$ cat src/hdl/pwla_pkg.sv
package pwla_pkg;

    localparam int NUM_BINS  = 60;
    localparam int MAX_PAIRS = 256;

    localparam int ADDR_W = $clog2(MAX_PAIRS);
    localparam int CNT_W  = $clog2(MAX_PAIRS + 1);
    localparam int BIN_W  = 6;
    localparam int REM_W  = BIN_W + 1;
    localparam int WL_W   = 16;
    localparam int VAL_W  = 32;

    // Divider: 54-bit magnitude dividend, 18-bit divisor
    localparam int DIV_W = 54;
    localparam int DVS_W = 18;

    localparam logic [WL_W-1:0] RANGE_START_RST = 16'd25600;
    localparam logic [WL_W-1:0] RANGE_END_RST   = 16'd44800;

    localparam logic [0:0] CFG_RANGE_START = 1'b0;
    localparam logic [0:0] CFG_RANGE_END   = 1'b1;

    typedef struct packed {
        logic [WL_W-1:0]         wl;
        logic signed [VAL_W-1:0] val;
    } entry_t;

    typedef struct packed {
        logic              en;
        logic [ADDR_W-1:0] addr;
        entry_t            data;
    } wr_req_t;

    typedef struct packed {
        logic [CNT_W-1:0] count;
        logic             ovf;
    } run_cmd_t;

    typedef struct packed {
        logic signed [VAL_W-1:0] avg;
        logic [BIN_W-1:0]        bin;
        logic                    last;
        logic                    ovf;
        logic                    bad;
    } result_t;

endpackage

$ cat src/hdl/pwla_cmdq.sv
module pwla_cmdq (
    input  logic                 clk,
    input  logic                 rst_n,
    input  logic                 push,
    input  pwla_pkg::run_cmd_t   din,
    input  logic                 pop,
    output logic                 valid,
    output pwla_pkg::run_cmd_t   dout
);

    pwla_pkg::run_cmd_t slot_reg [2];
    logic               wp_reg;
    logic               rp_reg;
    logic [1:0]         fill_reg;
    logic               do_push;
    logic               do_pop;

    assign do_push = push && fill_reg != 2'd2;
    assign do_pop  = pop && fill_reg != 2'd0;
    assign valid   = fill_reg != 2'd0;
    assign dout    = slot_reg[rp_reg];

    always_ff @(posedge clk or negedge rst_n)
    begin
        if (!rst_n)
        begin
            wp_reg   <= 1'b0;
            rp_reg   <= 1'b0;
            fill_reg <= 2'd0;
        end
        else
        begin
            if (do_push)
            begin
                slot_reg[wp_reg] <= din;
                wp_reg           <= ~wp_reg;
            end
            if (do_pop)
            begin
                rp_reg <= ~rp_reg;
            end
            fill_reg <= fill_reg + {1'b0, do_push} - {1'b0, do_pop};
        end
    end

endmodule

$ cat config.mk
export PLATFORM = sky130hd
export DESIGN_NAME = pwla_cmdq
export DESIGN_NICKNAME = d
export VERILOG_FILES = /design/src/hdl/pwla_pkg.sv /design/src/hdl/pwla_cmdq.sv
export SDC_FILE = /design/constraint.sdc
export NUM_CORES = 1
export LEC_CHECK = 0
export BUFFER_PORTS_ARGS = -buffer_cell sky130_fd_sc_hd__buf_2
export CORE_ASPECT_RATIO = 1.1
export CORE_MARGIN = 2
export CORE_UTILIZATION = 30
export DETAILED_ROUTE_END_ITERATION = 7
export SLEW_MARGIN = 20
export SYNTH_ARGS = -nofsm -noshare
export SYNTH_HDL_FRONTEND = slang
export SYNTH_SLANG_ARGS = --single-unit
$ cat constraint.sdc
create_clock -name clk -period 2.2 [get_ports clk]
set_input_delay 0.44 -clock clk [delete_from_list [all_inputs] [get_ports clk]]
set_output_delay 0.44 -clock clk [all_outputs]
set_load 0.05 [all_outputs]
-- Word-level counts from Yosys, hierarchy flattened
Memory sizes are Yosys's and may differ from the RTL's.
Cells that the tools add are included.
- register bits after elaboration: 4
- memories kept: 1
- logic and storage cells: 15
- memory bits (writable): 20
- input port bits: 14
- output and inout bits: 11
- memory list (name ; depth ; bits a word ; rd ports ; clocked after memory_dff ; write ports ; RTL line ; RTL):
    slot_reg ; 2 ; 10 ; 1 ; 0 ; 1 ; pwla_cmdq.sv:11 ; pwla_pkg::run_cmd_t slot_reg [2];
- equality and inequality tests: 1
- muxes and demuxes: 2
- $add $sub $neg: 2
- bitwise gates (word level): 2
- reductions and logical operators: 4
- operators with widths (operator ; number):
    logical AND 1 bit ; 3
    adder 2 x 1 -> 2 bit ; 1
    2-to-1 mux 1 bit ; 2
    != test 2 bit, second input constant ; 1
    inverter 1 bit ; 2
    nonzero test 2 bit ; 1
    subtractor 2 x 1 -> 2 bit ; 1

-- Longest topological paths before layout
- depth after elaboration: 5
- gate-level depth with buffers: 7
- mapped depth without buffers: 7

-- Worst setup path after synthesis
Ideal clock, no wire load.
- path kind: register to register
- from: reg fill_reg[1]
- to: mem slot_reg[0][0] in the netlist's numbering (enable)
- required time: 1808 ps
- setup time: 392 ps
- data arrival time: 1372 ps
- cell stages (with the launch flop): 4
- path buffers: 0
- clock period less this slack: 1764 ps
- path slack: 436 ps
- cells stage by stage: dfrtp_1 > inv_1 > o21ai_2 > nor3b_1
- cells in the longest elaborated chain, start to end: 5
- ends and longest elaborated chain (item ; RTL line ; RTL):
    start, declared ; pwla_cmdq.sv:14 ; logic [1:0] fill_reg;
    start signal, assigned ; pwla_cmdq.sv:42 ; fill_reg <= fill_reg + {1'b0, do_push} - {1'b0, do_pop};
    != test 2 bit ; pwla_cmdq.sv:18 ; assign do_push = push && fill_reg != 2'd2;
    logical AND 1 bit ; pwla_cmdq.sv:18 ;
    2-to-1 mux 1 bit ; pwla_cmdq.sv:33 ; if (do_push)
    logical AND 1 bit (not written as such) ; pwla_cmdq.sv:35 ; slot_reg[wp_reg] <= din;
    2-to-1 mux 1 bit (not written as such) ; pwla_cmdq.sv:35 ;
    end, declared ; pwla_cmdq.sv:11 ;
No other way between the ends.

==> qor.csv <==
metric;value;unit
grt_overflow;0;
die_y;62.5;um
die_x;57.2;um
path_clk_slew;0.13;ns
final_area;1170;um^2
rrSetupSlack;0.50;ns
crit_path_end_kind;output pin;
r2r-start;fill_reg[1];
grt_first_pass_wirelength;2100;um
fin_ws;0.178;ns
die-area;3570;um^2
placementRows;21;
ys_types;14;
route.detailed.drc;0;
antenna_cells;0;
core_region_area;3000;um^2
layout.cells.most_common;buf_2;
synth-seq-cells;24;
dpl.hpwl;1020;um
post-route-period-util;91.9;%
fmax;495;MHz
power_per_cell_area;1360;nW/um^2
dr.pass1.iters;2;
synth.net_count;65;
via_count;495;
critPathLaunchType;flop;
p_leak;0.459;nW
startpoint;rp_reg;
fin_nets;96;
synth_cells;49;
grt_setup_unrepaired;no;
detail_route.wl_per_cell;11.6;um
slew_headroom;67.9;%
required;1.76;ns
yosysWarnings;0;
grt_max_degree;15;
reg2reg_depth;7;
crit_arrival;1.58;ns
rr_endpoint;fill_reg[1];
skew;0.00707;ns
min_period;2.02;ns
drt_wl_total;1310;um
ios;25;
portBuffers;24;
crit_fanout;11;
cts_num_sinks;24;
numCtsBuffers;3;
dpl_cell_area;1100;um^2
status;finished, final reports clean;
path_cells;mux2_2 -> buf_2;
finalSetupTns;0;ns
crit_type;reg -> out;
yosysSeqAreaShare;75.1;%
setup-violations-final;0;
maxSlewViolCount;0;
grt_usage;7.89;%
synth_area_leaders;edfxtp_1 64%, mux2_2 12%, dfrtp_1 11%;
ir_drop;0.000650;V
gp_congestion;0.589;
path_depth;2;
drive_above_1_share;55.7;%
largest_reg_flops;20;
drt_iter0_drc;2;
htreeDepth;1;
final_cell_mix;24 x buf_2, 20 x edfxtp_1, 10 x mux2_2, 4 x dfrtp_1;
first_global_vias;486;
dp_slack;0.509;ns
cts_tree;built;
clock_latency;0.30;ns
ant_nets;0;
crit_end;dout[3];
antenna_found_initial;0;
critical-path-top-delay-family;flip-flops;
yosysTopAreaCell;edfxtp_1;
cts_root_buf;clkbuf_4;
critPathSlowestCell;dfrtp_1;
syn_to_final_growth;25.1;%
clk_path_buf_depth;2;
syn_area;933;um^2
netlist.area_leader.share;64.3;%
start_util;31.2;%
slowest_delay;0.67;ns
tightest_slew;0.481;ns
post_cts_resize_count;0;
max_cap_violations;0;
avgSynthCellArea;19.0;um^2
cp_num_buf_inv;1;
hp-class;in -> reg;
final_hold_viol_count;0;
via_per_inst;4.38;
[metal layers]
layer  GRT usage [%]  part of all wire [%]  vias to the layer above
li1                -                     -                      239
met1            9.91                    42                      237
met2            12.2                    49                       17
met3            2.07                   7.7                        2
met4            4.36                  0.92                        0
met5               0                     0                        -
[stage by stage]
stage	utilization, %	instances	total power, mW	hold WS (ns)
2_1_floorplan	-	49	1.19	0.144
3_3_place_gp	36.9	108	1.29	0.260
3_5_place_dp	36.9	108	1.31	0.262
4_1_cts	39.0	113	1.62	0.304
5_1_grt	39.0	113	1.68	0.293
6_report	39.0	113	1.59	0.317
[how the worst min path moves through the flow]
stage / start / endpoint / slack [ns] / cells past startpoint
floorplan: rst_n / fill_reg[0] / 0.14 / 0
global placement: rst_n / fill_reg[0] / 0.26 / 1
detailed placement: rst_n / fill_reg[0] / 0.26 / 1
CTS: din[8] / slot_reg[1][8] / 0.30 / 1
global route: din[9] / slot_reg[1][9] / 0.29 / 1
finish: din[9] / slot_reg[1][9] / 0.32 / 1
[cell families (layout without fill, tap and decap cells)]
kind of cell | count (synthesis) | count (layout) | synth area share, %
AO/OA/AOI/OAI | 1 | 1 | 0.939
XOR/XNOR | 4 | 4 | 3.75
adder cells (fa/ha/maj) | 2 | 2 | 2.68
buffers and inverters | 3 | 33 | 2.01
flip-flops | 24 | 24 | 75.1
multiplexers | 10 | 10 | 12.1
AND/OR/NAND/NOR | 5 | 5 | 3.49
[cell usage after synthesis (all sizes together)]
| cell type | number |
|---|---|
| ha | 2 |
| and2 | 1 |
| xor2 | 1 |
| xnor2 | 3 |
| o21ai | 1 |
| edfxtp | 20 |
| nor2 | 1 |
| mux2 | 10 |
| dfrtp | 4 |
| or2 | 1 |
| nand2 | 1 |
| inv | 2 |
| buf | 1 |
| nor3b | 1 |
[where the power goes]
part / leakage, nW / switching (mW) / internal [mW]
sequential: 0.229 / 0.0768 / 0.585
clock: 0.0279 / 0.122 / 0.184
combinational: 0.201 / 0.399 / 0.225
[cell type report]
| class | instances | area, um^2 |
|---|---|---|
| Clock inverter | 1 | 30.0 |
| Timing Repair Buffer | 27 | 145 |
| Multi-Input combinational cell | 22 | 219 |
| Tap cell | 34 | 42.5 |
| Fill cell | 294 | 1830 |
| Inverter | 2 | 7.51 |
| Sequential cell | 24 | 701 |
| Clock buffer | 3 | 22.5 |
[what timing repair did]
action	4_1_cts	5_1_grt
setup buffers	0	0
hold buffers	1	0
endpoints found under the hold margin	4	0
setup endpoints to repair	0	0
Power figures use the tool's default switching activity.
