### config.mk
export PLATFORM = sky130hd
export DESIGN_NAME = pwla_front
export DESIGN_NICKNAME = d
export VERILOG_FILES = /design/src/hdl/pwla_pkg.sv /design/src/hdl/pwla_front.sv
export SDC_FILE = /design/constraint.sdc
export NUM_CORES = 1
export LEC_CHECK = 0
export CORE_ASPECT_RATIO = 0.6
export CORE_MARGIN = 2
export CORE_UTILIZATION = 60
export CTS_BUF_LIST = sky130_fd_sc_hd__clkbuf_4 sky130_fd_sc_hd__clkbuf_8
export CTS_CLUSTER_DIAMETER = 150
export DETAILED_ROUTE_END_ITERATION = 10
export DONT_BUFFER_PORTS = 1
export HOLD_SLACK_MARGIN = 0.08
export PLACE_DENSITY = 0.76
export SYNTH_ARGS = -nofsm -noshare
export SYNTH_HDL_FRONTEND = slang
export SYNTH_SLANG_ARGS = --single-unit
export TNS_END_PERCENT = 1
### constraint.sdc
create_clock -name clk -period 4 [get_ports clk]
set_clock_uncertainty 0.2 [all_clocks]
set_input_delay 0.6 -clock clk [delete_from_list [all_inputs] [get_ports clk]]
set_output_delay 0.6 -clock clk [all_outputs]
set_load 0.01 [all_outputs]
### src/hdl/pwla_pkg.sv
package pwla_pkg;

    localparam int NUM_BINS  = 60;
    localparam int MAX_PAIRS = 256;

    localparam int ADDR_W = $clog2(MAX_PAIRS);
    localparam int CNT_W  = $clog2(MAX_PAIRS + 1);
    localparam int BIN_W  = 6;
    localparam int REM_W  = BIN_W + 1;
    localparam int WL_W   = 16;
    localparam int VAL_W  = 32;

    // Divider: 54-bit magnitude dividend, 18-bit divisor
    localparam int DIV_W = 54;
    localparam int DVS_W = 18;

    localparam logic [WL_W-1:0] RANGE_START_RST = 16'd25600;
    localparam logic [WL_W-1:0] RANGE_END_RST   = 16'd44800;

    localparam logic [0:0] CFG_RANGE_START = 1'b0;
    localparam logic [0:0] CFG_RANGE_END   = 1'b1;

    typedef struct packed {
        logic [WL_W-1:0]         wl;
        logic signed [VAL_W-1:0] val;
    } entry_t;

    typedef struct packed {
        logic              en;
        logic [ADDR_W-1:0] addr;
        entry_t            data;
    } wr_req_t;

    typedef struct packed {
        logic [CNT_W-1:0] count;
        logic             ovf;
    } run_cmd_t;

    typedef struct packed {
        logic signed [VAL_W-1:0] avg;
        logic [BIN_W-1:0]        bin;
        logic                    last;
        logic                    ovf;
        logic                    bad;
    } result_t;

endpackage

### src/hdl/pwla_front.sv
module pwla_front (
    input  logic                          clk,
    input  logic                          rst_n,
    input  logic                          push,
    output logic                          full,
    input  logic [15:0]                   wavelength,
    input  logic signed [31:0]            sample_value,
    input  logic                          final_pair,
    output pwla_pkg::wr_req_t             wr,
    output logic [pwla_pkg::ADDR_W-1:0]   rd_addr,
    input  pwla_pkg::entry_t              rd_data,
    output logic                          cmd_push,
    output pwla_pkg::run_cmd_t            cmd,
    input  logic                          run_done,
    output logic                          running
);

    typedef enum logic [1:0] {F_IDLE, F_READ, F_CMP, F_WAIT} fstate_t;

    fstate_t                     state_reg, state_next;
    logic [pwla_pkg::CNT_W-1:0]  cnt_reg, cnt_next;
    logic                        ovf_reg, ovf_next;
    logic [pwla_pkg::ADDR_W-1:0] pos_reg, pos_next;
    pwla_pkg::entry_t            new_reg, new_next;
    logic                        fin_reg, fin_next;
    logic                        accept;
    logic                        ins_done;
    logic                        stop;

    assign full    = state_reg != F_IDLE;
    assign accept  = push && !full;
    assign rd_addr = pos_reg - 1'b1;
    assign running = state_reg == F_WAIT;

    // Stop shifting once the entry below is ordered before the new pair
    assign stop = (rd_data.wl < new_reg.wl)
               || (rd_data.wl == new_reg.wl && $signed(rd_data.val) <= $signed(new_reg.val));

    always_comb
    begin
        state_next = state_reg;
        cnt_next   = cnt_reg;
        ovf_next   = ovf_reg;
        pos_next   = pos_reg;
        new_next   = new_reg;
        fin_next   = fin_reg;
        wr         = '0;
        cmd_push   = 1'b0;
        cmd.count  = cnt_reg;
        cmd.ovf    = ovf_reg;
        ins_done   = 1'b0;
        case (state_reg)
            F_IDLE:
            begin
                if (accept)
                begin
                    new_next.wl  = wavelength;
                    new_next.val = sample_value;
                    fin_next     = final_pair;
                    pos_next     = cnt_reg[pwla_pkg::ADDR_W-1:0];
                    if (cnt_reg < pwla_pkg::CNT_W'(pwla_pkg::MAX_PAIRS))
                    begin
                        state_next = F_READ;
                    end
                    else
                    begin
                        // Store full: drop the pair, still start the run on a final one
                        ovf_next = 1'b1;
                        if (final_pair)
                        begin
                            cmd_push   = 1'b1;
                            cmd.ovf    = 1'b1;
                            state_next = F_WAIT;
                        end
                    end
                end
            end
            F_READ:
            begin
                if (pos_reg == '0)
                begin
                    wr.en    = 1'b1;
                    wr.addr  = pos_reg;
                    wr.data  = new_reg;
                    ins_done = 1'b1;
                end
                else
                begin
                    state_next = F_CMP;
                end
            end
            F_CMP:
            begin
                wr.en   = 1'b1;
                wr.addr = pos_reg;
                if (stop)
                begin
                    wr.data  = new_reg;
                    ins_done = 1'b1;
                end
                else
                begin
                    wr.data    = rd_data;
                    pos_next   = pos_reg - 1'b1;
                    state_next = F_READ;
                end
            end
            F_WAIT:
            begin
                if (run_done)
                begin
                    cnt_next   = '0;
                    ovf_next   = 1'b0;
                    state_next = F_IDLE;
                end
            end
            default:
            begin
                state_next = F_IDLE;
            end
        endcase
        if (ins_done)
        begin
            cnt_next = cnt_reg + 1'b1;
            if (fin_reg)
            begin
                cmd_push   = 1'b1;
                cmd.count  = cnt_reg + 1'b1;
                state_next = F_WAIT;
            end
            else
            begin
                state_next = F_IDLE;
            end
        end
    end

    always_ff @(posedge clk or negedge rst_n)
    begin
        if (!rst_n)
        begin
            state_reg <= F_IDLE;
            cnt_reg   <= '0;
            ovf_reg   <= 1'b0;
            fin_reg   <= 1'b0;
            pos_reg   <= '0;
        end
        else
        begin
            state_reg <= state_next;
            cnt_reg   <= cnt_next;
            ovf_reg   <= ovf_next;
            fin_reg   <= fin_next;
            pos_reg   <= pos_next;
            new_reg   <= new_next;
        end
    end

    a_write_only_while_sorting: assert property (@(posedge clk) disable iff (!rst_n)
        wr.en |-> (state_reg == F_READ || state_reg == F_CMP))
        else $error("store written outside insertion");

    a_count_bounded: assert property (@(posedge clk) disable iff (!rst_n)
        cnt_reg <= pwla_pkg::CNT_W'(pwla_pkg::MAX_PAIRS))
        else $error("pair count beyond capacity");

    a_cmd_only_at_end: assert property (@(posedge clk) disable iff (!rst_n)
        cmd_push |=> state_reg == F_WAIT)
        else $error("run command without waiting for the run");

endmodule

* Word level (Yosys, flattened, before mapping)
Index checks and enable logic that the tools add are counted.
Word-level totals: register bits after elaboration 69, bits of input ports 101, output and inout bits 78, word-level logic and storage cells 79
Cells by class: add/subtract/negate cells 2, $lt $le $gt $ge 3, eq/ne operators 13, multiplexer cells 37, reduce and logical (&&, ||, !) cells 17
Operators with widths (count):
- $pmux W57 S2 | 1
- $mux W57 | 1
- $mux W48 | 1
- $mux W9 | 5
- $le A32 B32 Y1 | 1
- $eq A16 B16 Y1 | 1
- $lt A16 B16 Y1 | 1
- $mux W2 | 8
- $mux W8 | 2
- $pmux W8 S2 | 1
- $mux W1 | 15
- $reduce_bool A2 Y1 | 5
- $add A9 B1 Y9 const B | 1
- $lt A9 B9 Y1 const B | 1
- $ne A3 B3 Y1 const B | 3
- $logic_not A8 Y1 | 1
- $ne A2 B2 Y1 const B | 4
- $pmux W2 S4 | 1
- $sub A8 B1 Y8 const B | 1
- $reduce_and A3 Y1 | 2
- $reduce_and A5 Y1 | 1
- $eq A2 B2 Y1 const B | 2
- $ne A4 B4 Y1 const B | 1
- $pmux W1 S2 | 2
- other kinds (8) | 10

* Logic depth before layout (Yosys ltp)
depth after elaboration 7, depth in mapped cells 11

* Worst setup path before layout
No wires, ideal clock.
path kind input to output, start point input port rd_data[23] in the netlist's numbering, end point output port cmd[2] in the netlist's numbering, arrival time 2577 ps, required time 3200 ps, path slack 623 ps, cell stages on the path 8, buffers on the path 0, cell sequence ha_1 -> nand4_1 -> or4_1 -> a31oi_1 -> o21ai_1 -> a31o_2 -> nand2_1 -> mux2_1
RTL lines:
- from (decl) | RTL line pwla_front.sv:11 | input pwla_pkg::entry_t rd_data,
- to (decl) | RTL line pwla_front.sv:13 | output pwla_pkg::run_cmd_t cmd,

==> out/qor.csv <==
metric,value,unit
synth_area_leader_cell,edfxtp_1,
power_density,585.2,nW/um^2
fp.dieH,72.81,um
outcome,"complete, no violations",
fill_cells,621,
tightest_slew,1.023,ns
placed_area,4896,um^2
seqCellArea,1967,um^2
ctsLongestPathBuffers,2,
route.vias.total,3789,
die_area,8641,um^2
grt_util_all_layers,0.2732,
cts-root-buf,clkbuf_8,
post-route-min-period,3.853,ns
clk_pin_slew,0.08,ns
ir_worst_vdd,0.0003505,V
synth_edf_count,48,
synth.distinct_cells,51,
clkLatencyLatePin,0.36,ns
met1Wirelength,5354,um
grt_pass1_vias,3621,
first_pass_iters,5,
multi_input_area,2390,um^2
synthesis.nets,631,
antenna_cells,0,
stdcell_area,5181,um^2
layout_common_cells,"74 x inv_1, 54 x ha_1, 49 x a22o_1",
grt_max_degree,32,
hold_violations,0,
syn_area,4735,um^2
drive_gt1_frac,0.09036,
grt-ovfl-total,0,
wire_per_inst,19.55,um
h-tree-depth,3,
path_class,flip-flop to output pin,
syn_to_final_growth,9.434,%
synth_seq_cells,69,
globalplace.congestion,0.8603,
hp-class,input port to flip-flop,
drc,0,
io_pins,179,
wl_met3,1062,um
dp_hpwl,9200,um
ant_nets,0,
routed.top_layer,met4,
numClockSinks,69,
cts_tree,yes,
cp-startpoint,new_reg[23],
coreArea,7757,um^2
syn_inst,476,
min-delay-start,wavelength[0],
largest_reg_flops,48,
yosysTopAreaCellShare,0.3044,
cp.arrival,3.05,ns
slew_viol_final,0,
initial_core_util,0.6103,
ys_seq_area_frac,0.4154,
finalWirelength,11850,um
start_kind,flip-flop,
port_buffers,0,
ys_warn_count,0,
p_leak,2.302,nW
fin_crit_sh,0.9634,
endpoint_kind,output pin,
synth_flop_cell,edfxtp_1,
drv_cap,0,
synth.avg_cell_area,9.947,um^2
fmax,259.5,MHz
grt_pass1_wl,18200,um
viasPerCell,6.252,
nNetsFinal,648,
drtIter0Drc,341,
cp_data_required_time,3.20,ns
crit_fanout,31,
final_core_util,0.6679,
rsz0062_at_grt,true,
cts_buffers,9,
wl_met2,5250,um
setup_viol,0,
rows,25,
antenna_found_initial,0,
async_reset_ff_frac,0.3043,
maxSlewHeadroom,0.3156,
r2r_start,new_reg[23],
synth_area_leaders,"edfxtp_1 30%, ha_1 14%, dfrtp_1 11%",
final_common_cell,inv_1,
die_w,118.7,um
-- Yosys cell counts (2+ instances only) --
master	number
a22oi_1	5
nand4_1	15
and2_1	6
o21a_1	3
buf_4	2
nor2b_1	5
xnor2_1	12
a211oi_2	2
and3_1	7
a211oi_1	2
a21o_1	6
buf_6	6
nand2_1	19
dfrtp_1	21
o211ai_1	2
inv_1	74
nor4_1	3
nand3_1	13
clkbuf_1	4
xor2_1	2
nand2b_1	3
a22o_1	49
o21ai_1	6
ha_1	54
edfxtp_1	48
a21oi_1	28
buf_2	4
a211o_1	2
o21ai_0	25
nor2_1	24
nor3_1	4
-- metrics by stage --
step	setup TNS [ns]	hold slack [ns]	setup WS, ns	std cells	power, W
floorplan	0	0.1044	0.6227	476	0.002057
finish	0	0.1279	0.1466	606	0.003032
global route	-0.4083	0.1106	-0.02564	606	0.003216
global placement	0	0.1047	0.3687	586	0.002307
CTS	0	0.1107	0.05128	603	0.003005
detailed placement	0	0.1047	0.2524	586	0.002355
-- report_power, final --
part	internal, W	switching [W]
registers	0.000921	0.000164
logic	0.000496	0.000810
clock network	0.000352	0.000289
-- layout make-up --
class | instances | share of cell area
multi-input combinational | 317 | 0.4612
inverter | 74 | 0.05361
sequential | 69 | 0.3796
tap | 108 | 0.02608
clock inverter | 7 | 0.01932
timing repair buffer | 22 | 0.03622
clock buffer | 9 | 0.02391
-- cell families after synthesis --
kind of cell | synth area share
AND/OR/NAND/NOR | 0.1158
buffers and inverters | 0.08351
XOR/XNOR | 0.02590
flip-flops | 0.4154
adder cells (fa/ha/maj) | 0.1427
multiplexers | 0.006871
AO/OA/AOI/OAI | 0.2098
-- critical path, stage by stage (launching register included) --
cell      delay, ns
edfxtp_1       0.37
inv_1          0.05
ha_1           0.30
nand4_1        0.18
or4_1          0.57
a31oi_1        0.17
o21ai_1        0.12
buf_4          0.17
a211oi_4       0.21
buf_4          0.16
buf_12         0.17
a22o_1         0.23
-- timing repair --
action                     4_1_cts  5_1_grt
setup endpoints to repair        0       47
buffers inserted                 0        2
hold endpoints to repair        21        0
resized for setup                0        8
hold buffers                     1        0
-- layer usage --
| metal | vias to the layer above | global-route usage |
|---|---|---|
| li1 | 1778 | - |
| met1 | 1824 | 0.3546 |
| met2 | 168 | 0.4253 |
| met3 | 19 | 0.1023 |
| met4 | 0 | 0.09656 |
| met5 | - | 0 |
-- worst paths after layout --
| check | slack, ns | end | cells after the start |
|---|---|---|---|
| max | 0.15 | wr[24] | 11 |
| min | 0.13 | new_reg[32] | 0 |
| max reg2reg | 0.89 | cnt_reg[3] | 10 |
| min reg2reg | 0.32 | ovf_reg | 2 |
| max in group asynchronous | 2.31 | pos_reg[7] | 1 |
| min in group asynchronous | 0.66 | pos_reg[2] | 1 |
Note: power is estimated with default switching activity, not from simulation.
