==> src/hdl/pwla_pkg.sv <==
package pwla_pkg;

    localparam int NUM_BINS  = 60;
    localparam int MAX_PAIRS = 256;

    localparam int ADDR_W = $clog2(MAX_PAIRS);
    localparam int CNT_W  = $clog2(MAX_PAIRS + 1);
    localparam int BIN_W  = 6;
    localparam int REM_W  = BIN_W + 1;
    localparam int WL_W   = 16;
    localparam int VAL_W  = 32;

    // Divider: 54-bit magnitude dividend, 18-bit divisor
    localparam int DIV_W = 54;
    localparam int DVS_W = 18;

    localparam logic [WL_W-1:0] RANGE_START_RST = 16'd25600;
    localparam logic [WL_W-1:0] RANGE_END_RST   = 16'd44800;

    localparam logic [0:0] CFG_RANGE_START = 1'b0;
    localparam logic [0:0] CFG_RANGE_END   = 1'b1;

    typedef struct packed {
        logic [WL_W-1:0]         wl;
        logic signed [VAL_W-1:0] val;
    } entry_t;

    typedef struct packed {
        logic              en;
        logic [ADDR_W-1:0] addr;
        entry_t            data;
    } wr_req_t;

    typedef struct packed {
        logic [CNT_W-1:0] count;
        logic             ovf;
    } run_cmd_t;

    typedef struct packed {
        logic signed [VAL_W-1:0] avg;
        logic [BIN_W-1:0]        bin;
        logic                    last;
        logic                    ovf;
        logic                    bad;
    } result_t;

endpackage

==> src/hdl/pwla_div.sv <==
module pwla_div (
    input  logic                         clk,
    input  logic                         rst_n,
    input  logic                         start,
    input  logic [pwla_pkg::DIV_W-1:0]   dividend,
    input  logic [pwla_pkg::DVS_W-1:0]   divisor,
    output logic                         busy,
    output logic                         done,
    output logic [pwla_pkg::DIV_W-1:0]   quotient,
    output logic [pwla_pkg::DVS_W-1:0]   remainder
);

    localparam int STEP_W = $clog2(pwla_pkg::DIV_W);

    logic                       busy_reg;
    logic                       done_reg;
    logic [STEP_W-1:0]          step_reg;
    logic [pwla_pkg::DIV_W-1:0] quo_reg;
    logic [pwla_pkg::DVS_W-1:0] rem_reg;
    logic [pwla_pkg::DVS_W-1:0] dvs_reg;

    logic [pwla_pkg::DVS_W:0]   shifted;
    logic [pwla_pkg::DVS_W:0]   diff;
    logic                       ge;

    // One quotient bit per cycle, restoring
    assign shifted = {rem_reg, quo_reg[pwla_pkg::DIV_W-1]};
    assign diff    = shifted - {1'b0, dvs_reg};
    assign ge      = shifted >= {1'b0, dvs_reg};

    always_ff @(posedge clk or negedge rst_n)
    begin
        if (!rst_n)
        begin
            busy_reg <= 1'b0;
            done_reg <= 1'b0;
            step_reg <= '0;
        end
        else if (start)
        begin
            busy_reg <= 1'b1;
            done_reg <= 1'b0;
            step_reg <= '0;
            quo_reg  <= dividend;
            rem_reg  <= '0;
            dvs_reg  <= divisor;
        end
        else if (busy_reg)
        begin
            rem_reg  <= ge ? diff[pwla_pkg::DVS_W-1:0] : shifted[pwla_pkg::DVS_W-1:0];
            quo_reg  <= {quo_reg[pwla_pkg::DIV_W-2:0], ge};
            step_reg <= step_reg + 1'b1;
            if (step_reg == STEP_W'(pwla_pkg::DIV_W - 1))
            begin
                busy_reg <= 1'b0;
                done_reg <= 1'b1;
            end
        end
        else
        begin
            done_reg <= 1'b0;
        end
    end

    assign busy      = busy_reg;
    assign done      = done_reg;
    assign quotient  = quo_reg;
    assign remainder = rem_reg;

endmodule

==> src/hdl/pwla_back.sv <==
module pwla_back (
    input  logic                          clk,
    input  logic                          rst_n,
    input  logic [15:0]                   range_start,
    input  logic [15:0]                   range_end,
    input  logic                          cmd_valid,
    input  pwla_pkg::run_cmd_t            cmd,
    output logic                          cmd_pop,
    output logic [pwla_pkg::ADDR_W-1:0]   rd_addr,
    input  pwla_pkg::entry_t              rd_data,
    output logic                          run_done,
    output logic                          empty,
    input  logic                          pop,
    output pwla_pkg::result_t             res
);

    localparam int PROD_W = 53;
    localparam int SUM_W  = pwla_pkg::DIV_W + 1;
    localparam int PT_W   = 34;
    // ceil(2^22 / NUM_BINS): exact quotient for every 16-bit span
    localparam logic [22:0] RECIP_BINS =
        23'((2**22 + pwla_pkg::NUM_BINS - 1) / pwla_pkg::NUM_BINS);

    typedef enum logic [4:0] {
        B_IDLE, B_RD_FIRST, B_RD_LAST, B_SPAN, B_SPAN_WAIT, B_BIN, B_FLAT_LO, B_FLAT_HI,
        B_SEG_RD, B_SEG_CHK, B_SEG_EVAL, B_PT_MUL, B_PT_DIV, B_PT_WAIT, B_SEG_MUL,
        B_SEG_ADD, B_FIN_DIV, B_FIN_WAIT, B_EMIT
    } bstate_t;

    typedef enum logic [1:0] {PT_S, PT_E, PT_ZERO} pt_t;

    bstate_t                      state_reg;
    pt_t                          phase_reg;
    logic [pwla_pkg::CNT_W-1:0]   n_reg;
    logic [pwla_pkg::CNT_W-1:0]   k_reg;
    logic                         ovf_reg;
    logic                         bad_reg;
    logic                         zero_reg;
    logic                         neg_reg;
    pwla_pkg::entry_t             first_reg, last_reg, prev_reg, cur_reg;
    logic [15:0]                  span_q_reg;
    logic [pwla_pkg::REM_W-1:0]   span_r_reg;
    logic [15:0]                  lo_off_reg;
    logic [pwla_pkg::REM_W-1:0]   lo_rem_reg;
    logic [pwla_pkg::BIN_W-1:0]   bin_reg;
    logic signed [PROD_W-1:0]     prod_reg;
    logic signed [SUM_W-1:0]      sum_reg;
    logic signed [PT_W-1:0]       vs_reg;
    logic signed [PT_W-1:0]       ve_reg;
    logic signed [31:0]           avg_reg;
    logic                         out_valid_reg;
    pwla_pkg::result_t            res_reg;

    logic [15:0]                  span;
    logic                         bad;
    logic [38:0]                  recip_prod;
    logic [15:0]                  span_quo;
    logic [15:0]                  span_rem;
    logic [pwla_pkg::REM_W-1:0]   hi_rem_sum;
    logic                         wrap;
    logic [15:0]                  hi_off;
    logic [pwla_pkg::REM_W-1:0]   hi_rem;
    logic [16:0]                  lo, hi;
    logic [16:0]                  first_w, last_w, prev_w, cur_w;
    logic [16:0]                  seg_s, seg_e, pt, off;
    logic signed [32:0]           dv;
    logic signed [34:0]           mul_a;
    logic signed [17:0]           mul_b;
    logic signed [PROD_W-1:0]     mul_p;
    logic signed [SUM_W-1:0]      sum_abs_src;
    logic                         div_start;
    logic [pwla_pkg::DIV_W-1:0]   div_dividend;
    logic [pwla_pkg::DVS_W-1:0]   div_divisor;
    logic                         div_busy;
    logic                         div_done;
    logic [pwla_pkg::DIV_W-1:0]   div_quo;
    logic [pwla_pkg::DVS_W-1:0]   div_rem;
    logic signed [SUM_W-1:0]      q_adj;
    logic signed [SUM_W-1:0]      fq;
    logic signed [PT_W-1:0]       pt_val;
    logic                         sat;
    logic signed [31:0]           fin_avg;
    logic                         seg_last;
    logic                         emit_load;
    logic                         last_bin;

    // Bin edges: advance quotient and remainder of i*span/NUM_BINS
    assign span       = range_end - range_start;
    assign bad        = range_start >= range_end;
    assign recip_prod = span * RECIP_BINS;
    assign span_quo   = recip_prod[37:22];
    assign span_rem   = span - span_q_reg * 16'(pwla_pkg::NUM_BINS);
    assign hi_rem_sum = lo_rem_reg + span_r_reg;
    assign wrap       = hi_rem_sum >= pwla_pkg::REM_W'(pwla_pkg::NUM_BINS);
    assign hi_off     = lo_off_reg + span_q_reg + {15'd0, wrap};
    assign hi_rem     = wrap ? hi_rem_sum - pwla_pkg::REM_W'(pwla_pkg::NUM_BINS) : hi_rem_sum;
    assign lo         = {1'b0, range_start} + {1'b0, lo_off_reg};
    assign hi         = {1'b0, range_start} + {1'b0, hi_off};

    assign first_w = {1'b0, first_reg.wl};
    assign last_w  = {1'b0, last_reg.wl};
    assign prev_w  = {1'b0, prev_reg.wl};
    assign cur_w   = {1'b0, cur_reg.wl};
    assign seg_s   = lo > prev_w ? lo : prev_w;
    assign seg_e   = hi < cur_w ? hi : cur_w;
    assign pt      = (phase_reg == PT_E) ? seg_e : ((phase_reg == PT_S) ? seg_s : lo);
    assign off     = pt - prev_w;
    assign dv      = $signed({cur_reg.val[31], cur_reg.val})
                   - $signed({prev_reg.val[31], prev_reg.val});

    // Shared multiplier, operands picked by state
    always_comb
    begin
        mul_a = '0;
        mul_b = '0;
        case (state_reg)
            B_BIN:
            begin
                mul_a = 35'(first_reg.val);
                mul_b = (lo < first_w) ? $signed({1'b0, first_w - lo}) : 18'sd0;
            end
            B_FLAT_LO:
            begin
                mul_a = 35'(last_reg.val);
                mul_b = (hi > last_w) ? $signed({1'b0, hi - last_w}) : 18'sd0;
            end
            B_PT_MUL:
            begin
                mul_a = 35'(dv);
                mul_b = $signed({1'b0, off});
            end
            B_SEG_MUL:
            begin
                mul_a = 35'(vs_reg) + 35'(ve_reg);
                mul_b = $signed({1'b0, seg_e - seg_s});
            end
            default:
            begin
                mul_a = '0;
                mul_b = '0;
            end
        endcase
    end

    assign mul_p = mul_a * mul_b;

    // Divider feed: magnitude in, sign kept aside
    assign sum_abs_src = (state_reg == B_FIN_DIV) ? sum_reg : SUM_W'(prod_reg);

    always_comb
    begin
        div_start    = 1'b0;
        div_dividend = '0;
        div_divisor  = '0;
        case (state_reg)
            B_PT_DIV:
            begin
                div_start    = 1'b1;
                div_dividend = sum_abs_src[SUM_W-1] ? pwla_pkg::DIV_W'(-sum_abs_src)
                                                    : pwla_pkg::DIV_W'(sum_abs_src);
                div_divisor  = pwla_pkg::DVS_W'(cur_w - prev_w);
            end
            B_FIN_DIV:
            begin
                div_start    = 1'b1;
                div_dividend = sum_abs_src[SUM_W-1] ? pwla_pkg::DIV_W'(-sum_abs_src)
                                                    : pwla_pkg::DIV_W'(sum_abs_src);
                div_divisor  = {hi - lo, 1'b0};
            end
            default:
            begin
                div_start = 1'b0;
            end
        endcase
    end

    pwla_div u_div (
        .clk       (clk),
        .rst_n     (rst_n),
        .start     (div_start),
        .dividend  (div_dividend),
        .divisor   (div_divisor),
        .busy      (div_busy),
        .done      (div_done),
        .quotient  (div_quo),
        .remainder (div_rem)
    );

    // Floor of a signed quotient
    assign q_adj  = $signed({1'b0, div_quo})
                  + $signed({{(SUM_W-1){1'b0}}, (neg_reg && div_rem != '0)});
    assign fq     = neg_reg ? -q_adj : q_adj;
    assign pt_val = 34'(prev_reg.val) + fq[PT_W-1:0];
    assign sat    = !((&fq[SUM_W-1:31]) || !(|fq[SUM_W-1:31]));
    assign fin_avg = sat ? (fq[SUM_W-1] ? 32'sh80000000 : 32'sh7fffffff) : fq[31:0];

    assign seg_last  = k_reg == (n_reg - 1'b1);
    assign last_bin  = bin_reg == pwla_pkg::BIN_W'(pwla_pkg::NUM_BINS - 1);
    assign emit_load = (state_reg == B_EMIT) && (!out_valid_reg || pop);
    assign run_done  = emit_load && last_bin;
    assign cmd_pop   = (state_reg == B_IDLE) && cmd_valid;

    always_comb
    begin
        case (state_reg)
            B_RD_LAST: rd_addr = pwla_pkg::ADDR_W'(n_reg - 1'b1);
            B_SEG_RD:  rd_addr = k_reg[pwla_pkg::ADDR_W-1:0];
            default:   rd_addr = '0;
        endcase
    end

    always_ff @(posedge clk or negedge rst_n)
    begin
        if (!rst_n)
        begin
            state_reg     <= B_IDLE;
            out_valid_reg <= 1'b0;
        end
        else
        begin
            if (emit_load)
            begin
                out_valid_reg <= 1'b1;
                res_reg.avg   <= avg_reg;
                res_reg.bin   <= bin_reg;
                res_reg.last  <= last_bin;
                res_reg.ovf   <= ovf_reg;
                res_reg.bad   <= bad_reg;
            end
            else if (pop)
            begin
                out_valid_reg <= 1'b0;
            end

            case (state_reg)
                B_IDLE:
                begin
                    if (cmd_valid)
                    begin
                        n_reg      <= cmd.count;
                        ovf_reg    <= cmd.ovf;
                        bad_reg    <= bad;
                        bin_reg    <= '0;
                        lo_off_reg <= '0;
                        lo_rem_reg <= '0;
                        state_reg  <= B_RD_FIRST;
                    end
                end
                B_RD_FIRST:
                begin
                    state_reg <= B_RD_LAST;
                end
                B_RD_LAST:
                begin
                    first_reg <= rd_data;
                    state_reg <= B_SPAN;
                end
                B_SPAN:
                begin
                    last_reg   <= rd_data;
                    span_q_reg <= span_quo;
                    state_reg  <= B_SPAN_WAIT;
                end
                B_SPAN_WAIT:
                begin
                    span_r_reg <= span_rem[pwla_pkg::REM_W-1:0];
                    state_reg  <= B_BIN;
                end
                B_BIN:
                begin
                    prod_reg <= mul_p;
                    prev_reg <= first_reg;
                    k_reg    <= pwla_pkg::CNT_W'(1);
                    zero_reg <= lo == hi;
                    if (bad_reg)
                    begin
                        avg_reg   <= '0;
                        state_reg <= B_EMIT;
                    end
                    else if (n_reg == pwla_pkg::CNT_W'(1) || hi <= first_w)
                    begin
                        avg_reg   <= first_reg.val;
                        state_reg <= B_EMIT;
                    end
                    else if (lo >= last_w)
                    begin
                        avg_reg   <= last_reg.val;
                        state_reg <= B_EMIT;
                    end
                    else if (lo == hi)
                    begin
                        state_reg <= B_SEG_RD;
                    end
                    else
                    begin
                        state_reg <= B_FLAT_LO;
                    end
                end
                B_FLAT_LO:
                begin
                    sum_reg   <= SUM_W'(prod_reg) <<< 1;
                    prod_reg  <= mul_p;
                    state_reg <= B_FLAT_HI;
                end
                B_FLAT_HI:
                begin
                    sum_reg   <= sum_reg + (SUM_W'(prod_reg) <<< 1);
                    state_reg <= B_SEG_RD;
                end
                B_SEG_RD:
                begin
                    state_reg <= B_SEG_CHK;
                end
                B_SEG_CHK:
                begin
                    cur_reg   <= rd_data;
                    state_reg <= B_SEG_EVAL;
                end
                B_SEG_EVAL:
                begin
                    if (zero_reg && prev_w <= lo && lo < cur_w)
                    begin
                        phase_reg <= PT_ZERO;
                        state_reg <= B_PT_MUL;
                    end
                    else if (!zero_reg && seg_s < seg_e)
                    begin
                        phase_reg <= PT_S;
                        state_reg <= B_PT_MUL;
                    end
                    else
                    begin
                        // Skip this segment
                        prev_reg <= cur_reg;
                        k_reg    <= k_reg + 1'b1;
                        if (seg_last)
                        begin
                            avg_reg   <= last_reg.val;
                            state_reg <= zero_reg ? B_EMIT : B_FIN_DIV;
                        end
                        else
                        begin
                            state_reg <= B_SEG_RD;
                        end
                    end
                end
                B_PT_MUL:
                begin
                    prod_reg  <= mul_p;
                    state_reg <= B_PT_DIV;
                end
                B_PT_DIV:
                begin
                    neg_reg   <= prod_reg[PROD_W-1];
                    state_reg <= B_PT_WAIT;
                end
                B_PT_WAIT:
                begin
                    if (div_done)
                    begin
                        case (phase_reg)
                            PT_ZERO:
                            begin
                                avg_reg   <= pt_val[31:0];
                                state_reg <= B_EMIT;
                            end
                            PT_S:
                            begin
                                vs_reg    <= pt_val;
                                phase_reg <= PT_E;
                                state_reg <= B_PT_MUL;
                            end
                            default:
                            begin
                                ve_reg    <= pt_val;
                                state_reg <= B_SEG_MUL;
                            end
                        endcase
                    end
                end
                B_SEG_MUL:
                begin
                    prod_reg  <= mul_p;
                    state_reg <= B_SEG_ADD;
                end
                B_SEG_ADD:
                begin
                    sum_reg  <= sum_reg + SUM_W'(prod_reg);
                    prev_reg <= cur_reg;
                    k_reg    <= k_reg + 1'b1;
                    state_reg <= seg_last ? B_FIN_DIV : B_SEG_RD;
                end
                B_FIN_DIV:
                begin
                    neg_reg   <= sum_reg[SUM_W-1];
                    state_reg <= B_FIN_WAIT;
                end
                B_FIN_WAIT:
                begin
                    if (div_done)
                    begin
                        avg_reg   <= fin_avg;
                        state_reg <= B_EMIT;
                    end
                end
                B_EMIT:
                begin
                    if (emit_load)
                    begin
                        if (last_bin)
                        begin
                            state_reg <= B_IDLE;
                        end
                        else
                        begin
                            bin_reg    <= bin_reg + 1'b1;
                            lo_off_reg <= hi_off;
                            lo_rem_reg <= hi_rem;
                            state_reg  <= B_BIN;
                        end
                    end
                end
                default:
                begin
                    state_reg <= B_IDLE;
                end
            endcase
        end
    end

    assign empty = !out_valid_reg;
    assign res   = res_reg;

    a_div_idle_on_start: assert property (@(posedge clk) disable iff (!rst_n)
        div_start |-> !div_busy)
        else $error("divider restarted while busy");

    a_done_on_last_bin: assert property (@(posedge clk) disable iff (!rst_n)
        run_done |-> bin_reg == pwla_pkg::BIN_W'(pwla_pkg::NUM_BINS - 1))
        else $error("run ended before the last bin");

    a_bin_advances: assert property (@(posedge clk) disable iff (!rst_n)
        (emit_load && !last_bin) |=> bin_reg == pwla_pkg::BIN_W'($past(bin_reg) + 1'b1))
        else $error("bin number skipped");

endmodule

==> config.mk <==
export PLATFORM = sky130hd
export DESIGN_NAME = pwla_back
export DESIGN_NICKNAME = d
export VERILOG_FILES = /design/src/hdl/pwla_pkg.sv /design/src/hdl/pwla_div.sv /design/src/hdl/pwla_back.sv
export SDC_FILE = /design/constraint.sdc
export NUM_CORES = 2
export LEC_CHECK = 0
export BUFFER_PORTS_ARGS = -buffer_cell sky130_fd_sc_hd__buf_2
export CORE_UTILIZATION = 49
export DETAILED_ROUTE_END_ITERATION = 8
export GPL_ROUTABILITY_DRIVEN = 0
export HOLD_SLACK_MARGIN = 0.06
export PLACE_DENSITY = 0.66
export SLEW_MARGIN = 20
export SYNTH_ARGS = -nofsm -noshare
export SYNTH_HDL_FRONTEND = slang
export SYNTH_HIERARCHICAL = 1
export SYNTH_SLANG_ARGS = --single-unit
==> constraint.sdc <==
create_clock -name clk -period 18.2 [get_ports clk]
set_input_delay 1.82 -clock clk [delete_from_list [all_inputs] [get_ports clk]]
set_output_delay 1.82 -clock clk [all_outputs]
set_load 0.03 [all_outputs]
Yosys cells after proc, flatten, opt, wreduce, memory -nomap -nowiden. Cells that the tools add are included.

Bits in registers: 616. Input bits: 94. Output and inout port bits: 52.

Add/sub/neg operators: 27. $mul: 3. Magnitude comparators: 12. Equality and inequality tests: 38. Mux-type cells: 83. Bitwise operators: 1. Reductions and logical operators: 48.

Operators by type and width (count): 32-bit two-way mux (11); 54-bit two-way mux (4); 55-bit case mux with 3 select lines (1); 48-bit case mux with 3 select lines (1); 35-bit case mux with 4 select lines (1); 32-bit case mux with 4 select lines (1); 55-bit two-way mux (2); 17-bit two-way mux (6); 48-bit two-way mux (2); 5-bit case mux with 19 select lines (1); 17-bit case mux with 4 select lines (1); 54-bit by 1-bit adder with 55-bit output (1); 55-bit by 53-bit adder with 55-bit output (1); 55-bit by 54-bit adder with 55-bit output (1); 5-bit two-way mux (11); 55-bit negation (1); 54-bit negation (1); 35-bit by 18-bit multiplier with 53-bit output (1); 17-bit by 16-bit less-than comparator with 1-bit output (3); 16-bit two-way mux (3); 5-bit by 4-bit equality test with 1-bit output, second input constant (8); 18-bit two-way mux (2); 18-bit case mux with 2 select lines (1); 34-bit by 34-bit adder with 35-bit output (1); other kinds (75) (146).

Depth between registers and ports, before layout.
Depth in word-level cells: 11. Gate-level depth with buffers: 82. Mapped depth without buffers: 79.

Hierarchy. Netlist, hierarchy kept.

By module, submodules not included: pwla_back (times used 1, cells an instance 7498, area each 67751.2 um^2, seq. area each 15524.9 um^2); pwla_div (times used 1, cells an instance 402, area each 5177.5 um^2, seq. area each 2902.8 um^2).

Worst setup path before layout. OpenSTA, ideal clock, no wires.

Path type: register to register. Start point: register span_r_reg[0] (netlist name). End point: register prod_reg[52] (data pin). Library setup time: 0.261 ns. Data arrival time: 16.728 ns. Setup slack: 1.211 ns. Stages on the path, launching flop included: 78. Clock period less this slack: 16.989 ns. Cell sequence: edfxtp_1 ha_1 inv_1 fa_1 inv_1 a21oi_1 o21bai_1 xor2_1 nand2_1 o21ai_0 a21boi_1 fa_1 fa_1 nor2b_1 o21ai_0 a21boi_0 o21ai_0 a21boi_0 (+42 left out) fa_1 inv_1 fa_1 inv_1 ha_1 nand4_1 nor3_1 nand2_1 o32ai_1 a21oi_1 o32ai_1 a2111oi_0 nor4_1 a41oi_1 o21ai_0 a41oi_1 o21ai_0 xnor2_1.

Cells in the longest elaborated chain, start to end: 10. Elaborated cells on any way between the ends: 14.

Ends and longest elaborated chain: from (decl) (line pwla_back.sv:42) `logic [pwla_pkg::REM_W-1:0] span_r_reg;`; from (signal assigned) (line pwla_back.sv:266) `span_r_reg <= span_rem[pwla_pkg::REM_W-1:0];`; 7-bit adder * (line pwla_back.sv:93) `assign hi_rem_sum = lo_rem_reg + span_r_reg;`; 7-bit by 6-bit greater-or-equal comparator with 1-bit output * (line pwla_back.sv:94) `assign wrap = hi_rem_sum >= pwla_pkg::REM_W'(pwla_pkg::NUM_BINS);`; 16-bit by 1-bit adder with 16-bit output * (line pwla_back.sv:95) `assign hi_off = lo_off_reg + span_q_reg + {15'd0, wrap};`; via hi_off[8] (line pwla_back.sv:61) `logic [15:0] hi_off;`; 16-bit by 16-bit adder with 17-bit output * (line pwla_back.sv:98) `assign hi = {1'b0, range_start} + {1'b0, hi_off};`; 17-bit by 16-bit less-than comparator with 1-bit output (line pwla_back.sv:105) `assign seg_e = hi < cur_w ? hi : cur_w;`; 17-bit two-way mux (line pwla_back.sv:105); 17-bit two-way mux (line pwla_back.sv:106) `assign pt = (phase_reg == PT_E) ? seg_e : ((phase_reg == PT_S) ? seg_s : lo);`; 17-bit by 16-bit subtractor with 17-bit output (line pwla_back.sv:107) `assign off = pt - prev_w;`; 17-bit case mux with 4 select lines * (line pwla_back.sv:116) `case (state_reg)`; 35-bit by 18-bit multiplier with 53-bit output * (line pwla_back.sv:145) `assign mul_p = mul_a * mul_b;`; via mul_p[52] (line pwla_back.sv:69) `logic signed [PROD_W-1:0] mul_p;`; to (signal assigned) (line pwla_back.sv:271) `prod_reg <= mul_p;`; to (signal assigned) (line pwla_back.sv:302) `prod_reg <= mul_p;`; to (signal assigned) (line pwla_back.sv:349) `prod_reg <= mul_p;`; to (decl) (line pwla_back.sv:46) `logic signed [PROD_W-1:0] prod_reg;`.

Mark *: on every way through the listed nets, which the timed path passes. The rest lies on a longest branch. A chain may end at the register's enable or synchronous reset.

Worst setup path in the final report.
Start point: register span_r_reg[0] (netlist name). End point: register prod_reg[49] (data pin).

The elaborated chain is that of the path after synthesis.

==> load_flow_metrics.sql <==
INSERT INTO impl_metrics (metric_group, metric, value, unit) VALUES
('placed_design', 'portBuffers', '145', ''),
('setup_path', 'timing.critical_path.mode_cell', 'sky130_fd_sc_hd__fa_1', ''),
('timing', 'finalWorstSetupSlack', '0.859', 'ns'),
('placed_design', 'dp_cells', '9848', ''),
('floorplan', 'floorplan.initialDensity', '49.4', '%'),
('routing', 'detail_route.wirelength', '231000', 'um'),
('floorplan', 'design.die.area', '150000', 'um^2'),
('timing', 'final_period_minus_worst_setup_slack', '17.34', 'ns'),
('setup_path', 'timing_worst_setup_path_type', 'register to register', ''),
('routing', 'routed_wire_length_per_instance', '23.1', 'um'),
('routing', 'via_per_inst', '6.09', ''),
('global_routing', 'first_global_vias', '59700', ''),
('setup_path', 'rrSetupSlack', '0.86', 'ns'),
('yosys', 'ys_seq_elements', '616', ''),
('floorplan', 'io_pins', '146', ''),
('setup_path', 'cp_slowest_cell', 'sky130_fd_sc_hd__fa_1', ''),
('cts', 'cts.htree.levels', '3', ''),
('global_routing', 'grt.met3_usage', '6.53', '%'),
('yosys', 'synth.net_count', '9303', ''),
('setup_path', 'cp_max_fo', '21', ''),
('cts', 'tritoncts_num_sinks', '616', ''),
('yosys', 'syn_inst', '7900', ''),
('pwr', 'sequentialPowerShare', '22.3', '%'),
('timing', 'hold_ws', '0.414', 'ns'),
('pwr', 'share_comb_of_total_power', '63.2', '%'),
('cts', 'register_clock_pin_slew_on_the_reported_worst_setup_and_hold_paths', '0.06', 'ns'),
('timing', 'clock_skew', '0.0347', 'ns'),
('routing', 'detailedRoute.firstIterationViolations', '6393', ''),
('yosys', 'synth.lib_cells_used.distinct', '109', ''),
('finish', 'final_nets', '9413', ''),
('yosys', 'synthFlopType', 'sky130_fd_sc_hd__edfxtp_1', ''),
('finish', 'postLayoutCoreUtil', '53.7', '%'),
('pwr', 'power', '10.6', 'mW'),
('placed_design', 'detailedPlace.worstSlack', '-0.188', 'ns'),
('pwr', 'static_leakage_power', '35.3', 'nW'),
('placed_design', 'hpwlAfterDp', '184000', 'um'),
('global_routing', 'antenna_found_initial', '14', ''),
('global_routing', 'globalRouteMet2Util', '47.7', '%'),
('pwr', 'ir_drop_worst_vdd', '0.201', 'mV'),
('cts', 'clk_root_buffer_cell', 'sky130_fd_sc_hd__clkbuf_16', ''),
('timing', 'tightestPinTransition', '1.27', 'ns'),
('finish', 'area_delta_synth_final', '8.66', '%'),
('pwr', 'p_sw_share', '49.3', '%'),
('timing', 'timing.slew.headroom', '14.5', '%'),
('yosys', 'synth.avg_cell_area', '9.23', 'um^2'),
('timing', 'finalHoldViolCount', '0', ''),
('setup_path', 'cpPeakStageDelay', '0.57', 'ns'),
('setup_path', 'type_of_origin_of_the_critical_path', 'register', ''),
('finish', 'final.fill_count', '13200', ''),
('yosys', 'synth.yosys.warnings', '6', ''),
('global_routing', 'pin_count_of_the_biggest_net_entering_global_routing', '73', ''),
('routing', 'ant_nets', '0', ''),
('yosys', 'ys_async_sr_fraction', '2.27', '%'),
('finish', 'largest_register_ffs', '55', ''),
('floorplan', 'num_rows', '141', ''),
('timing', 'final-max-slew-violation-count', '0', ''),
('setup_path', 'required_time_at_the_worst_slack_endpoint', '18.63', 'ns'),
('timing', 'timing.final.setup_violations', '0', ''),
('hold_path', 'hold_start', 'avg_reg[28]', ''),
('global_routing', 'wire_length_of_the_first_global_routing_pass', '353000', 'um'),
('global_routing', 'gr-usage-met1', '40.3', '%'),
('finish', 'post_route_cells_drive_above_1_share', '7.59', '%'),
('cts', 'cts.path.max_buffers', '3', ''),
('routing', 'remaining_routing_drc_violations', '0', ''),
('setup_path', 'r2r_start', 'span_r_reg[0]', ''),
('finish', 'stdcell_area', '79200', 'um^2'),
('yosys', 'synth_enable_flop_cells', '602', ''),
('cts', 'cts_tree', 'yes', ''),
('pwr', 'pwr-share-clk', '14.6', '%'),
('setup_path', 'arrival', '17.77', 'ns'),
('outcome', 'outcome', 'completed', '');
routing by layer:
metal	vias to the layer above	wire [um]	share of wire, %
met5	-	48	0.021
met4	8	11200	4.9
met3	567	23000	10
met2	2758	103000	45
met1	29900	93300	40
li1	27700	-	-
cell type report:
type,count,area (um^2),share of cell area (%)
Antenna cell,3,7.51,0.00947
Clock buffer,90,1940,2.45
Clock inverter,43,500,0.632
Inverter,1007,3780,4.77
Multi-Input combinational cell,6020,50300,63.4
Sequential cell,616,18400,23.3
Tap cell,1930,2410,3.05
Timing Repair Buffer,292,1910,2.42
cell usage in the layout, fill, tap and decap left out, drive strengths merged, types with 26 or more instances in the layout:
| cell | Yosys | routed |
|---|---|---|
| inv | 1005 | 1011 |
| nand2 | 794 | 794 |
| ha | 702 | 702 |
| nor2 | 646 | 646 |
| fa | 607 | 607 |
| edfxtp | 602 | 602 |
| xnor2 | 361 | 361 |
| a21oi | 346 | 346 |
| o21ai | 319 | 319 |
| buf | 50 | 292 |
| xor2 | 232 | 232 |
| a21o | 202 | 202 |
| nor3 | 144 | 144 |
| nand3 | 136 | 136 |
| and2 | 102 | 102 |
| nor2b | 92 | 92 |
| clkbuf | 207 | 90 |
| nand2b | 86 | 86 |
| nand4 | 84 | 84 |
| a221o | 72 | 72 |
| o21a | 70 | 70 |
| mux2 | 67 | 67 |
| a211oi | 61 | 61 |
| o22ai | 57 | 57 |
| and3 | 56 | 56 |
| a22oi | 55 | 55 |
| o21bai | 52 | 52 |
| mux2i | 51 | 51 |
| nor4 | 46 | 46 |
| a31oi | 42 | 42 |
| o31ai | 41 | 41 |
| a21boi | 39 | 39 |
| or3 | 38 | 38 |
| a221oi | 36 | 36 |
| o211ai | 30 | 30 |
| or2 | 26 | 26 |
power by group through the flow:
stage	combinational (mW)	sequential, mW	clock, mW
finish	6.67	2.35	1.54
global route	7.25	2.37	1.61
CTS	6.45	2.34	1.56
global placement	6.28	2.36	0
detailed placement	6.40	2.36	0
floorplan	4.54	2.19	0
cells in the mapped netlist (all sizes together), types with 30 or more instances:
cell type  instances  area share [%]
nand2            794             4.1
nand4             84            0.75
a21o             202             2.1
ha               702              12
a221oi            36            0.43
inv             1005             5.2
nor2             646             3.3
nor2b             92            0.79
o21bai            52            0.54
a21oi            346             2.4
a211oi            61            0.67
a221o             72            0.99
a22oi             55            0.57
buf               50            0.33
fa               607              17
clkbuf           207             1.1
nand2b            86            0.74
o22ai             57            0.49
mux2i             51            0.70
o211ai            30            0.31
o21a              70            0.72
nand3            136            0.93
o31ai             41            0.43
edfxtp           602              25
xor2             232             2.8
a31oi             42            0.37
mux2              67             1.0
nor4              46            0.43
or3               38            0.33
o21ai            319             2.2
xnor2            361             4.3
and3              56            0.48
nor3             144             1.0
a21boi            39            0.40
and2             102            0.87
repair_timing:
item	CTS	global route
pin swaps	0	14
gates resized for setup	4	59
hold buffers	0	0
setup endpoints to repair	7	31
buffers inserted	0	17
gates cloned	0	0
critical path: cells and delay by family, from the launching register on:
family	cells	cell delay [ns]
adder cells (fa/ha/maj)	14	5.96
flip-flops	1	0.33
XOR/XNOR	4	0.68
AND/OR/NAND/NOR	8	1.11
AO/OA/AOI/OAI	37	7.65
buffers and inverters	9	0.97
multiplexers	1	0.36
kinds of logic after synthesis:
family          synth area share, %
buf+inv                        6.58
compound gates                 15.4
flops                          25.3
other cells                 0.00514
simple gates                   15.2
mux                            1.73
xor+xnor                       7.12
fa+ha+maj                      28.7
path summary, 6_finish.rpt:
kind	endpoint	cells after the start
max in group asynchronous	u_div/done	2
hold / removal	res[37]	0
min in group asynchronous	out_valid_reg	2
setup / recovery	prod_reg[49]	73
hold reg to reg	res[37]	0
setup reg to reg	prod_reg[49]	73
No activity file was read; power rests on OpenSTA's default activity.
